### config.mk
export PLATFORM = sky130hd
export DESIGN_NAME = rc_stick_arming_setpoint_mapper
export DESIGN_NICKNAME = d
export VERILOG_FILES = /design/src/rtl/rcsam_pkg.sv /design/src/rtl/rc_stick_arming_setpoint_mapper.sv /design/src/rtl/rcsam_lane.sv /design/src/rtl/rcsam_arm.sv
export SDC_FILE = /design/constraint.sdc
export NUM_CORES = 2
export LEC_CHECK = 0
export BUFFER_PORTS_ARGS = -buffer_cell sky130_fd_sc_hd__buf_4
export CORE_MARGIN = 1.5
export CORE_UTILIZATION = 60
export CTS_CLUSTER_DIAMETER = 80
export DETAILED_ROUTE_END_ITERATION = 10
export GPL_ROUTABILITY_DRIVEN = 0
export PLACE_DENSITY_LB_ADDON = 0.3
export SKIP_CTS_REPAIR_TIMING = 1
export SLEW_MARGIN = 25
export SYNTH_ARGS = -nofsm -noshare
export SYNTH_HDL_FRONTEND = slang
export SYNTH_SLANG_ARGS = --single-unit
### constraint.sdc
create_clock -name i_clk -period 5.8 [get_ports i_clk]
set_clock_uncertainty 0.2 [all_clocks]
set_input_delay 0.58 -clock i_clk [delete_from_list [all_inputs] [get_ports i_clk]]
set_output_delay 0.58 -clock i_clk [all_outputs]
set_load 0.01 [all_outputs]
### src/rtl/rcsam_pkg.sv
// Package for the RC stick arming and setpoint mapper.
// Holds widths, fixed constants, the register file layout and shared structs.
// No dependencies.
package rcsam_pkg;

    // Fixed stick and throttle constants
    localparam int STICK_HALF_RANGE = 500;
    localparam int STICK_CENTER     = 1500;
    localparam int THROTTLE_MIN     = 1000;
    localparam int THROTTLE_MAX     = 2000;
    localparam int LOST_FRAMES      = 4;

    // Field widths
    localparam int PULSE_W  = 12;
    localparam int TIME_W   = 32;
    localparam int SET_W    = 16;
    localparam int FULL_W   = 15;
    localparam int STREAK_W = 3;
    localparam int SPAN_W   = $clog2(STICK_HALF_RANGE + 1);
    localparam int PROD_W   = SPAN_W + FULL_W;
    localparam int MAG_W    = PULSE_W;

    localparam logic [STREAK_W-1:0] STREAK_MAX = '1;

    // Configuration port
    localparam int CFG_IDX_W  = 3;
    localparam int CFG_DATA_W = 16;

    typedef enum logic [CFG_IDX_W-1:0] {
        CFG_DEAD_BAND        = 3'd0,
        CFG_ARM_THROTTLE_MAX = 3'd1,
        CFG_YAW_LOW          = 3'd2,
        CFG_YAW_HIGH         = 3'd3,
        CFG_HOLD_TIME        = 3'd4,
        CFG_SETTLE_TIME      = 3'd5,
        CFG_MAX_TILT         = 3'd6,
        CFG_MAX_YAW_RATE     = 3'd7
    } t_cfg_idx;

    typedef struct packed {
        logic [7:0]  dead_band;
        logic [11:0] arm_throttle_max;
        logic [11:0] yaw_low;
        logic [11:0] yaw_high;
        logic [15:0] hold_time;
        logic [15:0] settle_time;
        logic [6:0]  max_tilt;
        logic [10:0] max_yaw_rate;
    } t_cfg;

    localparam t_cfg CFG_RESET = '{
        dead_band:        8'd10,
        arm_throttle_max: 12'd1100,
        yaw_low:          12'd1100,
        yaw_high:         12'd1900,
        hold_time:        16'd1000,
        settle_time:      16'd500,
        max_tilt:         7'd30,
        max_yaw_rate:     11'd200
    };

    // Arming unit status toward the merge stage
    typedef struct packed {
        logic armed;
        logic arm_edge;
        logic disarm_edge;
        logic settling;
    } t_arm_status;

endpackage

### src/rtl/rc_stick_arming_setpoint_mapper.sv
// Top level of the RC stick arming and setpoint mapper.
// Instantiates rcsam_arm and three rcsam_lane copies; depends on rcsam_pkg.
//
// Channel   Dir  Handshake                 Payload
// s (frame) in   i_s_tvalid / o_s_tready   i_s_tdata: roll, pitch, throttle, yaw, now
//                                          i_s_tuser: link_lost
// m (setpt) out  o_m_tvalid / i_m_tready   o_m_tdata: roll, pitch, yaw rate, throttle
//                                          o_m_tuser: armed_now, arm_edge, disarm_edge
// cfg       in   i_cfg_valid / o_cfg_ready i_cfg_index, i_cfg_data
//
// One frame at a time: a new frame is accepted only once the last result has
// gone into the output register. Each stick lane divides bit-serially (one
// quotient bit per cycle, SPAN_W + FULL_W bits). Reset is synchronous and
// active low; it loads the register defaults and disarms. A stalled result
// waits in the output register; the lanes hold their values until it drains.
module rc_stick_arming_setpoint_mapper
    import rcsam_pkg::*;
(
    input  logic                  i_clk,
    input  logic                  i_rst_n,
    // Frame in
    input  logic                  i_s_tvalid,
    output logic                  o_s_tready,
    input  logic [79:0]           i_s_tdata,   // roll[11:0], pitch[23:12], throttle[35:24],
                                               // yaw[47:36], now[79:48]
    input  logic                  i_s_tuser,   // link_lost[0]
    // Setpoints out
    output logic                  o_m_tvalid,
    input  logic                  i_m_tready,
    output logic [63:0]           o_m_tdata,   // roll_angle[15:0], pitch_angle[31:16],
                                               // yaw_rate[47:32], throttle_out[59:48], zero
    output logic [2:0]            o_m_tuser,   // armed_now[0], arm_edge[1], disarm_edge[2]
    // Configuration writes
    input  logic                  i_cfg_valid,
    output logic                  o_cfg_ready,
    input  logic [CFG_IDX_W-1:0]  i_cfg_index,
    input  logic [CFG_DATA_W-1:0] i_cfg_data
);

    typedef enum logic [1:0] {
        S_IDLE,
        S_RUN,
        S_PARK
    } t_top_state;

    t_top_state          r_state;
    t_cfg                r_cfg;
    logic [PULSE_W-1:0]  r_thr;
    logic                r_m_valid;
    logic [63:0]         r_m_tdata;
    logic [2:0]          r_m_tuser;

    logic                w_accept;
    logic                w_out_free;
    logic                w_all_done;
    logic                w_load;
    logic [PULSE_W-1:0]  w_roll;
    logic [PULSE_W-1:0]  w_pitch;
    logic [PULSE_W-1:0]  w_thr_in;
    logic [PULSE_W-1:0]  w_yaw;
    logic [TIME_W-1:0]   w_now;
    logic [PULSE_W-1:0]  n_thr;
    logic [FULL_W-1:0]   w_tilt_full;
    logic [FULL_W-1:0]   w_rate_full;
    logic [2:0]          w_done;
    logic signed [SET_W-1:0] w_roll_sp;
    logic signed [SET_W-1:0] w_pitch_sp;
    logic signed [SET_W-1:0] w_yaw_sp;
    logic [SET_W-1:0]    w_roll_out;
    logic [SET_W-1:0]    w_pitch_out;
    logic [SET_W-1:0]    w_yaw_out;
    t_arm_status         w_status;

    // Unpack the frame
    assign w_roll   = i_s_tdata[11:0];
    assign w_pitch  = i_s_tdata[23:12];
    assign w_thr_in = i_s_tdata[35:24];
    assign w_yaw    = i_s_tdata[47:36];
    assign w_now    = i_s_tdata[79:48];

    assign o_s_tready = (r_state == S_IDLE);
    assign w_accept   = i_s_tvalid && o_s_tready;
    assign o_cfg_ready = 1'b1;

    // Full-scale setpoints: degrees to 1/256 degree, deg/s to 1/16 deg/s
    assign w_tilt_full = FULL_W'({r_cfg.max_tilt, 8'd0});
    assign w_rate_full = FULL_W'({r_cfg.max_yaw_rate, 4'd0});

    // Throttle clamp; the low limit is tested first
    always_comb begin
        if (w_thr_in < PULSE_W'(THROTTLE_MIN)) begin
            n_thr = PULSE_W'(THROTTLE_MIN);
        end else if (w_thr_in > PULSE_W'(THROTTLE_MAX)) begin
            n_thr = PULSE_W'(THROTTLE_MAX);
        end else begin
            n_thr = w_thr_in;
        end
    end

    // Configuration register file
    always_ff @(posedge i_clk) begin
        if (!i_rst_n) begin
            r_cfg <= CFG_RESET;
        end else if (i_cfg_valid) begin
            case (t_cfg_idx'(i_cfg_index))
                CFG_DEAD_BAND:        r_cfg.dead_band        <= i_cfg_data[7:0];
                CFG_ARM_THROTTLE_MAX: r_cfg.arm_throttle_max <= i_cfg_data[11:0];
                CFG_YAW_LOW:          r_cfg.yaw_low          <= i_cfg_data[11:0];
                CFG_YAW_HIGH:         r_cfg.yaw_high         <= i_cfg_data[11:0];
                CFG_HOLD_TIME:        r_cfg.hold_time        <= i_cfg_data;
                CFG_SETTLE_TIME:      r_cfg.settle_time      <= i_cfg_data;
                CFG_MAX_TILT:         r_cfg.max_tilt         <= i_cfg_data[6:0];
                CFG_MAX_YAW_RATE:     r_cfg.max_yaw_rate     <= i_cfg_data[10:0];
                default: ;
            endcase
        end
    end

    // Arming, debounce and settle window
    rcsam_arm u_arm (
        .i_clk            (i_clk),
        .i_rst_n          (i_rst_n),
        .i_start          (w_accept),
        .i_cfg            (r_cfg),
        .i_throttle_pulse (w_thr_in),
        .i_yaw_pulse      (w_yaw),
        .i_link_lost      (i_s_tuser),
        .i_now            (w_now),
        .o_status         (w_status)
    );

    // Three stick lanes run side by side on the same schedule
    rcsam_lane u_lane_roll (
        .i_clk       (i_clk),
        .i_rst_n     (i_rst_n),
        .i_start     (w_accept),
        .i_pulse     (w_roll),
        .i_full      (w_tilt_full),
        .i_dead_band (r_cfg.dead_band),
        .o_done      (w_done[0]),
        .o_value     (w_roll_sp)
    );

    rcsam_lane u_lane_pitch (
        .i_clk       (i_clk),
        .i_rst_n     (i_rst_n),
        .i_start     (w_accept),
        .i_pulse     (w_pitch),
        .i_full      (w_tilt_full),
        .i_dead_band (r_cfg.dead_band),
        .o_done      (w_done[1]),
        .o_value     (w_pitch_sp)
    );

    rcsam_lane u_lane_yaw (
        .i_clk       (i_clk),
        .i_rst_n     (i_rst_n),
        .i_start     (w_accept),
        .i_pulse     (w_yaw),
        .i_full      (w_rate_full),
        .i_dead_band (r_cfg.dead_band),
        .o_done      (w_done[2]),
        .o_value     (w_yaw_sp)
    );

    // Merge: zero the attitude setpoints while the settle window is open
    assign w_roll_out  = w_status.settling ? '0 : w_roll_sp;
    assign w_pitch_out = w_status.settling ? '0 : w_pitch_sp;
    assign w_yaw_out   = w_status.settling ? '0 : w_yaw_sp;

    assign w_all_done = &w_done;
    assign w_out_free = !r_m_valid || i_m_tready;
    assign w_load     = ((r_state == S_RUN) && w_all_done && w_out_free)
                     || ((r_state == S_PARK) && w_out_free);

    // Sequencer and output valid
    always_ff @(posedge i_clk) begin
        if (!i_rst_n) begin
            r_state   <= S_IDLE;
            r_m_valid <= 1'b0;
        end else begin
            case (r_state)
                S_IDLE: begin
                    if (w_accept) begin
                        r_state <= S_RUN;
                    end
                end
                S_RUN: begin
                    if (w_all_done) begin
                        r_state <= w_out_free ? S_IDLE : S_PARK;
                    end
                end
                S_PARK: begin
                    if (w_out_free) begin
                        r_state <= S_IDLE;
                    end
                end
                default: r_state <= S_IDLE;
            endcase

            if (w_load) begin
                r_m_valid <= 1'b1;
            end else if (i_m_tready) begin
                r_m_valid <= 1'b0;
            end
        end
    end

    // Payload registers
    always_ff @(posedge i_clk) begin
        if (w_accept) begin
            r_thr <= n_thr;
        end
        if (w_load) begin
            r_m_tdata <= {4'd0, r_thr, w_yaw_out, w_pitch_out, w_roll_out};
            r_m_tuser <= {w_status.disarm_edge, w_status.arm_edge, w_status.armed};
        end
    end

    assign o_m_tvalid = r_m_valid;
    assign o_m_tdata  = r_m_tdata;
    assign o_m_tuser  = r_m_tuser;

endmodule

### src/rtl/rcsam_lane.sv
// One stick lane: deadband, scale by a full-scale value and divide by the span.
// Uses a bit-serial restoring divider. Depends on rcsam_pkg.
module rcsam_lane
    import rcsam_pkg::*;
(
    input  logic                    i_clk,
    input  logic                    i_rst_n,
    input  logic                    i_start,
    input  logic [PULSE_W-1:0]      i_pulse,
    input  logic [FULL_W-1:0]       i_full,
    input  logic [7:0]              i_dead_band,
    output logic                    o_done,
    output logic signed [SET_W-1:0] o_value
);

    localparam int CNT_W = $clog2(PROD_W);
    localparam int SPS_W = MAG_W + 1;

    typedef enum logic [2:0] {
        S_IDLE,
        S_PREP,
        S_MUL,
        S_DIV,
        S_FIN
    } t_lane_state;

    t_lane_state            r_state;
    logic                   r_done;
    logic signed [SET_W-1:0] r_value;
    logic [MAG_W-1:0]       r_mag;
    logic                   r_neg;
    logic [FULL_W-1:0]      r_full;
    logic [7:0]             r_db;
    logic [SPAN_W-1:0]      r_span;
    logic [SPAN_W-1:0]      r_excess;
    logic                   r_zero;
    logic                   r_sat;
    logic [PROD_W-1:0]      r_quo;
    logic [SPAN_W-1:0]      r_rem;
    logic [CNT_W-1:0]       r_cnt;

    logic signed [SPS_W-1:0] w_delta;
    logic [MAG_W-1:0]        w_mag;
    logic [SPS_W-1:0]        w_excess;
    logic signed [SPS_W-1:0] w_span;
    logic                    w_zero;
    logic                    w_sat;
    logic [PROD_W-1:0]       w_prod;
    logic [SPAN_W:0]         w_trial;
    logic [SPAN_W:0]         w_diff;
    logic                    w_ge;
    logic [FULL_W-1:0]       w_abs;

    always_comb begin
        w_delta  = $signed({1'b0, i_pulse}) - $signed(SPS_W'(STICK_CENTER));
        w_mag    = w_delta[SPS_W-1] ? MAG_W'(-w_delta) : w_delta[MAG_W-1:0];
        w_excess = {1'b0, r_mag} - SPS_W'(r_db);
        w_span   = $signed(SPS_W'(STICK_HALF_RANGE)) - $signed(SPS_W'(r_db));
        w_zero   = r_mag <= MAG_W'(r_db);
        w_sat    = (w_span <= 0) || (w_excess >= SPS_W'(w_span));
        w_prod   = PROD_W'(r_excess) * PROD_W'(r_full);
        w_trial  = {r_rem, r_quo[PROD_W-1]};
        w_ge     = w_trial >= {1'b0, r_span};
        w_diff   = w_trial - {1'b0, r_span};
        if (r_zero) begin
            w_abs = '0;
        end else if (r_sat) begin
            w_abs = r_full;
        end else begin
            w_abs = r_quo[FULL_W-1:0];
        end
    end

    always_ff @(posedge i_clk) begin
        if (!i_rst_n) begin
            r_state <= S_IDLE;
            r_done  <= 1'b0;
        end else begin
            r_done <= (r_state == S_FIN);
            case (r_state)
                S_IDLE: begin
                    if (i_start) begin
                        r_state <= S_PREP;
                    end
                end
                S_PREP:  r_state <= S_MUL;
                S_MUL:   r_state <= S_DIV;
                S_DIV: begin
                    if (r_cnt == CNT_W'(PROD_W - 1)) begin
                        r_state <= S_FIN;
                    end
                end
                S_FIN: begin
                    r_state <= S_IDLE;
                end
                default: r_state <= S_IDLE;
            endcase
        end
    end

    // Datapath registers
    always_ff @(posedge i_clk) begin
        case (r_state)
            S_IDLE: begin
                r_mag  <= w_mag;
                r_neg  <= w_delta[SPS_W-1];
                r_full <= i_full;
                r_db   <= i_dead_band;
            end
            S_PREP: begin
                r_zero   <= w_zero;
                r_sat    <= w_sat;
                r_span   <= w_span[SPAN_W-1:0];
                r_excess <= w_excess[SPAN_W-1:0];
            end
            S_MUL: begin
                r_quo <= w_prod;
                r_rem <= '0;
                r_cnt <= '0;
            end
            S_DIV: begin
                r_rem <= w_ge ? w_diff[SPAN_W-1:0] : w_trial[SPAN_W-1:0];
                r_quo <= {r_quo[PROD_W-2:0], w_ge};
                r_cnt <= r_cnt + 1'b1;
            end
            S_FIN: begin
                r_value <= r_neg ? -$signed({1'b0, w_abs}) : $signed({1'b0, w_abs});
            end
            default: ;
        endcase
    end

    assign o_done  = r_done;
    assign o_value = r_value;

endmodule

### src/rtl/rcsam_arm.sv
// Arming unit: link-loss debounce, stick gesture timer and settle window.
// Updates its state once per frame. Depends on rcsam_pkg.
module rcsam_arm
    import rcsam_pkg::*;
(
    input  logic               i_clk,
    input  logic               i_rst_n,
    input  logic               i_start,
    input  t_cfg               i_cfg,
    input  logic [PULSE_W-1:0] i_throttle_pulse,
    input  logic [PULSE_W-1:0] i_yaw_pulse,
    input  logic               i_link_lost,
    input  logic [TIME_W-1:0]  i_now,
    output t_arm_status        o_status
);

    logic                r_armed;
    logic [TIME_W-1:0]   r_gesture_start;
    logic [STREAK_W-1:0] r_streak;
    logic [TIME_W-1:0]   r_settle_end;
    t_arm_status         r_status;

    logic [STREAK_W-1:0] n_streak;
    logic                n_armed;
    logic [TIME_W-1:0]   n_gesture_start;
    logic [TIME_W-1:0]   n_settle_end;
    logic                w_thr_low;
    logic                w_gesture;
    logic [TIME_W-1:0]   w_elapsed;
    logic [TIME_W:0]     w_sum;
    logic                w_arm_edge;
    logic                w_settle_new;
    logic                w_settle_old;

    always_comb begin
        if (i_link_lost) begin
            n_streak = (r_streak < STREAK_MAX) ? r_streak + 1'b1 : r_streak;
        end else begin
            n_streak = '0;
        end
        w_thr_low = i_throttle_pulse <= i_cfg.arm_throttle_max;
        w_gesture = r_armed ? (w_thr_low && (i_yaw_pulse <= i_cfg.yaw_low))
                            : (w_thr_low && (i_yaw_pulse >= i_cfg.yaw_high));
        w_elapsed = i_now - r_gesture_start;

        n_armed         = r_armed;
        n_gesture_start = r_gesture_start;
        if (n_streak >= STREAK_W'(LOST_FRAMES)) begin
            n_armed         = 1'b0;
            n_gesture_start = '0;
        end else if (!w_gesture) begin
            n_gesture_start = '0;
        end else if (r_gesture_start == '0) begin
            n_gesture_start = i_now;
        end else if (w_elapsed >= TIME_W'(i_cfg.hold_time)) begin
            n_armed         = !r_armed;
            n_gesture_start = '0;
        end

        // Window end wraps modulo 2^32; compare both candidates in parallel
        w_arm_edge   = !r_armed && n_armed;
        w_sum        = {1'b0, i_now} + (TIME_W + 1)'(i_cfg.settle_time);
        w_settle_new = i_now < w_sum[TIME_W-1:0];
        w_settle_old = i_now < r_settle_end;
        n_settle_end = w_arm_edge ? w_sum[TIME_W-1:0] : r_settle_end;
    end

    always_ff @(posedge i_clk) begin
        if (!i_rst_n) begin
            r_armed         <= 1'b0;
            r_gesture_start <= '0;
            r_streak        <= '0;
            r_settle_end    <= '0;
        end else if (i_start) begin
            r_armed         <= n_armed;
            r_gesture_start <= n_gesture_start;
            r_streak        <= n_streak;
            r_settle_end    <= n_settle_end;
        end
    end

    always_ff @(posedge i_clk) begin
        if (i_start) begin
            r_status.armed       <= n_armed;
            r_status.arm_edge    <= w_arm_edge;
            r_status.disarm_edge <= r_armed && !n_armed;
            r_status.settling    <= w_arm_edge ? w_settle_new : w_settle_old;
        end
    end

    assign o_status = r_status;

endmodule

After elaboration in Yosys (flattened, before gate mapping)
Cells that the tools add are included.
Cells by class
  magnitude comparators: 22
  shift-type cells: 0
  reduce and logical (&&, ||, !) cells: 42
  add/subtract/negate cells: 24
  multipliers: 3
  div/mod/pow operators: 0
  multiplexer cells: 51
  bitwise gates (word level): 0
  equal/unequal tests: 34
Operator list (count)
  $pmux 24 s2: 3
  $mux 15: 9
  $mux 32: 4
  $lt 32x32->1: 2
  $pmux 9 s2: 3
  $neg 15->16: 3
  $ge 13x13->1: 3
  $sub 12x11->13 const B: 3
  $sub 12x8->13: 3
  $le 12x8->1: 3
  $mux 12: 3
  $neg 12->12: 3
  $pmux 3 s4: 3
  $add 32x16->32: 1
  $ge 32x16->1: 1
  $logic_not 32->1: 1
  $mul 9x7->16: 2
  $sub 32x32->32: 1
  $ge 10x9->1: 3
  $le 10x1->1 const B: 3
  $pmux 5 s2: 3
  $sub 9x8->10 const A: 3
  $mux 9: 3
  $sub 9x9->9: 3
  32 further kinds: 107
Storage, ports and cells
  flip-flop bits (word level): 566
  logic and storage cells: 244
  bits of input ports: 105
  memory bits (read-only): 0
  output and inout port bits: 70
  RAM bits: 0
  bits in latches: 0
  memories: 0

Depth between registers and ports, before layout
  depth in word-level cells: 8
  depth in mapped cells: 23
  mapped depth without buffers: 22

Modules after synthesis
From an unflattened synthesis, not the netlist that was laid out.
Unflattened totals
  cells, all modules: 4961
  area total of the unflattened synthesis: 46728.6 um^2
By module, submodules not included
  rcsam_lane at u_lane_roll: sequential area each 3383.2 um^2, area each 10628.9 um^2, cells an instance 1095, times used 1
  rcsam_lane at u_lane_yaw: sequential area each 3383.2 um^2, area each 10517.6 um^2, cells an instance 1086, times used 1
  rcsam_lane at u_lane_pitch: sequential area each 3383.2 um^2, area each 10476.3 um^2, cells an instance 1072, times used 1
  rcsam_arm: sequential area each 1481.4 um^2, area each 8630.8 um^2, cells an instance 1111, times used 1
  rc_stick_arming_setpoint_mapper: sequential area each 4194.0 um^2, area each 6475.0 um^2, cells an instance 597, times used 1

Worst setup path before layout
Ideal clock, no wire load.
  path type: register -> register
  from: reg u_lane_yaw.r_excess[2]
  to: reg u_lane_yaw.r_quo[23] (data pin)
  data required time: 5.345 ns
  cell stages (with the launch flop): 21
  arrival: 4.901 ns
  setup time: 0.255 ns
  path buffers: 1
  period minus slack after synthesis: 5.356 ns
  slack: 0.444 ns
  cells stage by stage: edfxtp_1 > clkbuf_1 > nand2_1 > fa_1 > fa_1 > inv_1 > ha_1 > inv_1 > fa_1 > inv_1 > ha_1 > a21o_1 > a21oi_1 > o21a_1 > o21ai_0 > a41oi_1 > a211oi_1 > o21a_1 > o21a_1 > or4_1 > and3_1
Between the ends
  word-level cells in the longest chain between the ends: 2
RTL lines
  start, declared: RTL line rcsam_lane.sv:35  | logic [SPAN_W-1:0] r_excess;
  start signal, assigned: RTL line rcsam_lane.sv:114  | r_excess <= w_excess[SPAN_W-1:0];
  $mul 9x11->20: RTL line rcsam_lane.sv:61  | w_prod = PROD_W'(r_excess) * PROD_W'(r_full);
  $pmux 24 s2: RTL line rcsam_lane.sv:103  | case (r_state)
  end signal, assigned: RTL line rcsam_lane.sv:117  | r_quo <= w_prod;
  end signal, assigned: RTL line rcsam_lane.sv:123  | r_quo <= {r_quo[PROD_W-2:0], w_ge};
  end, declared: RTL line rcsam_lane.sv:38  | logic [PROD_W-1:0] r_quo;
No other way between the ends.
A chain may end at the register's enable or synchronous reset.

Worst setup path in the final report
  from: reg u_lane_yaw.r_full[8]
  to: reg u_lane_yaw.r_quo[23] (data pin)
Between the ends
  word-level cells in the longest chain between the ends: 2
RTL lines
  start, declared: RTL line rcsam_lane.sv:32  | logic [FULL_W-1:0] r_full;
  start signal, assigned: RTL line rcsam_lane.sv:107  | r_full <= i_full;
  $mul 9x11->20: RTL line rcsam_lane.sv:61
  $pmux 24 s2: RTL line rcsam_lane.sv:103
No other way between the ends.

==> impl_results.md <==
- Status: finished, final reports clean
- FP Rows: 93
- Max_slew headroom: 30.5%
- # IOs: 175
- Simple-gate area share of the yosys netlist: 16.9%
- DRC Markers: 0
- Synth unique cells: 82
- Detailed-route via count: 29500
- Vias in the first global route: 28500
- Fmax: 0.180 GHz
- Int Pwr: 0.0109 W
- Worst-Margin Slew: 1040 ps
- # nets final: 4806
- Area of the core: 64200 sq um
- Hold Violations, Final: 0
- Finished Layout Cells: 5111
- Die Y: 257 microns
- Synth area leaders: edfxtp_1 (30%), ha_1 (12%), dfxtp_1 (9.1%), fa_1 (7.2%), nand2_1 (5.4%)
- Avg Vias per Cell: 5.77
- Max Root-Sink Buffers: 3
- Pleak: 18.5 nW
- Ys Warns: 0
- Root buf cell: clkbuf_16
- Share of cells above drive strength 1: 8.57%
- DR WL/cell: 18.0 microns
- Final setup fails: 0
- H-tree depth: 2
- Clock-pin slew on the worst setup and hold paths: 60 ps
- CTS tree: yes
- CP Data Arrival Time: 5750 ps
- Post-Syn Instances: 4062
- Final core occ: 67.1%
- Final period util: 95.9%
- Commonest cells after routing, fill and taps aside: nand2_1 (561), inv_1 (429), edfxtp_1 (389), ha_1 (362), nor2_1 (257)
- Largest area contributor in the netlist: edfxtp_1
- Clk sinks: 566
- Area after DPL: 41000 sq um
- Final hold slack: 6.89 ps
- Asr flop ratio synth: 0%
- Antenna violations before repair: 7
- Die Wd: 257 microns
- Mux cell area share after synthesis: 1.77%
- DR pass1 iterations: 5
- Kind of critical path: register to register
- P_sw: 0.00630 W
- DIE AREA: 66200 sq um
- Main combinational cell family by area after synthesis: adder cells
- Gr ovfl total: 0
- DP Cell Count: 4983
- Synth top area share: 30.1%
- RSZ-0062 raised after global routing: false
- CP endpoint kind: register
- Finished Cell Area: 43100 sq um
- Setup_tns: 0 ps
- Seq cells post-synth: 566
- Post-DP HPWL: 68800 microns
- Main synth FF type: edfxtp_1
- First-pass GRT wire length: 146000 microns
- Clock Power Share: 22.3%
- Combinational Power Share: 45.8%
- CP required: 5990 ps
- Post-layout minimum cycle time: 5560 ps
- CTS buffer count: 59
- Number of max-cap violations: 0
- Layout Area Growth over Synthesis: 11.0%
- Most common cell after layout, fill and taps aside: nand2_1
- Tot GR Track Use: 27.5%
- Largest net degree at the start of global routing: 64
- Antenna viol nets, final: 0
- Area of the multi-input gates: 21500 sq um
- Average size of a mapped cell: 9.56 sq um
- P per Cell Area: 400 nW/um^2
- Buffers added on ports: 169
- Switching share of power: 36.5%
- Crit path launch type: register
- DR iter-0 viols: 1987
- Post-synth EDFFs: 389
- Routed Wire Length: 91900 microns
- Flop pwr share: 31.9%
- Storage cell area: 15200 sq um
- Starting Density: 60.4%
- Fillers: 5068
- Synth Cell Area: 38800 sq um
- Worst hold-check path type: primary input to register
- Synth Area in Compound Gates: 12.6%
- Post-synthesis adder-cell area fraction: 18.9%
- Synth Area in XOR/XNOR: 4.87%
- Worst-Skew Late Latency: 650 ps
- Worst Path Max Fanout: 6
- Max Slew Vio Count: 0
- Register area share after synthesis: 39.2%
- Maximum vdd drop: 0.397 mV
==> final timing paths <==
path         slack (ps)  cells past startpoint                        to            startpoint
min                   7                      2  u_arm.r_gesture_start[0]         i_s_tdata[48]
max reg2reg         240                     17      u_lane_yaw.r_quo[23]  u_lane_yaw.r_full[8]
min reg2reg         220                      0             o_m_tdata[57]              r_thr[9]
max                 240                     17      u_lane_yaw.r_quo[23]  u_lane_yaw.r_full[8]
==> cell families after synthesis <==
logic type | Yosys count
and+or+nand+nor | 1392
AOI/OAI and AO/OA | 742
buffers and inverters | 574
DFF | 566
adders and majority gates | 502
xor gates and xnor gates | 216
muxes | 68
other | 2
==> area by class of cell <==
class	count	area share, %
clock buffer	80	3.82
multi-input combinational	2926	49.9
tap	855	2.48
clock inverter	31	0.732
timing repair buffer	216	3.92
antenna	7	0.0407
sequential	566	35.3
inverter	430	3.75
==> sequential cells by signal (all words and copies together) (netlist names), 11 cells and up <==
register and flops:
u_lane_yaw.r_full 11, u_lane_pitch.o_value 16, o_m_tdata 60, u_lane_pitch.r_mag 12, u_lane_yaw.o_value 16, u_arm.r_gesture_start 32
r_thr 12, r_cfg 94, u_lane_pitch.r_quo 24, u_lane_roll.o_value 16, u_lane_roll.r_quo 24, u_lane_roll.r_mag 12
u_lane_yaw.r_quo 24, u_arm.r_settle_end 32, u_lane_yaw.r_mag 12
==> per-layer routing <==
| layer | GRT usage, % | vias to the layer above | share of wire [%] |
|---|---|---|---|
| met5 | 0 | - | 0.035 |
| met4 | 12.9 | 6 | 4.7 |
| met3 | 4.10 | 221 | 7.0 |
| met2 | 45.2 | 977 | 46 |
| met1 | 35.9 | 14000 | 42 |
| li1 | - | 14300 | - |
==> critical path, cell delays in order (launching register included) <==
cell and delay [ps]:
edfxtp_1 490, buf_4 200, and2_1 150, fa_1 530
inv_1 50, fa_1 480, fa_1 550, inv_1 50
fa_1 480, ha_1 360, a21oi_1 150, o21ai_0 160
a41oi_2 300, a211oi_1 120, o21a_1 190, o21a_1 190
or4_1 480, and3_1 180
==> power by group through the flow <==
stage	clock [W]	combinational, W	sequential (W)
floorplan	0	0.00628	0.00537
global placement	0	0.00749	0.00556
detailed placement	0	0.00775	0.00557
CTS	0.00389	0.00784	0.00549
global route	0.00406	0.00897	0.00554
finish	0.00385	0.00788	0.00550
==> cell usage after synthesis, types with 49 or more instances <==
cell type  number
and2_1        110
nor2b_1        88
o21ai_0       132
ha_1          362
xnor2_1       139
o21a_1         49
and3_1         54
a21oi_1       218
dfxtp_1       177
nand3_1        84
nor2_1        263
edfxtp_1      389
nor3_1         59
xor2_1         77
fa_1          140
mux2i_1        63
nand2_1       561
clkbuf_1      121
inv_1         429
==> metrics by stage <==
step                power, W  setup WS, ps
finish                0.0172           241
global route          0.0186          9.35
CTS                   0.0172           137
detailed placement    0.0133           137
global placement      0.0131           242
floorplan             0.0117           444
(Power assumes the default switching activity.)
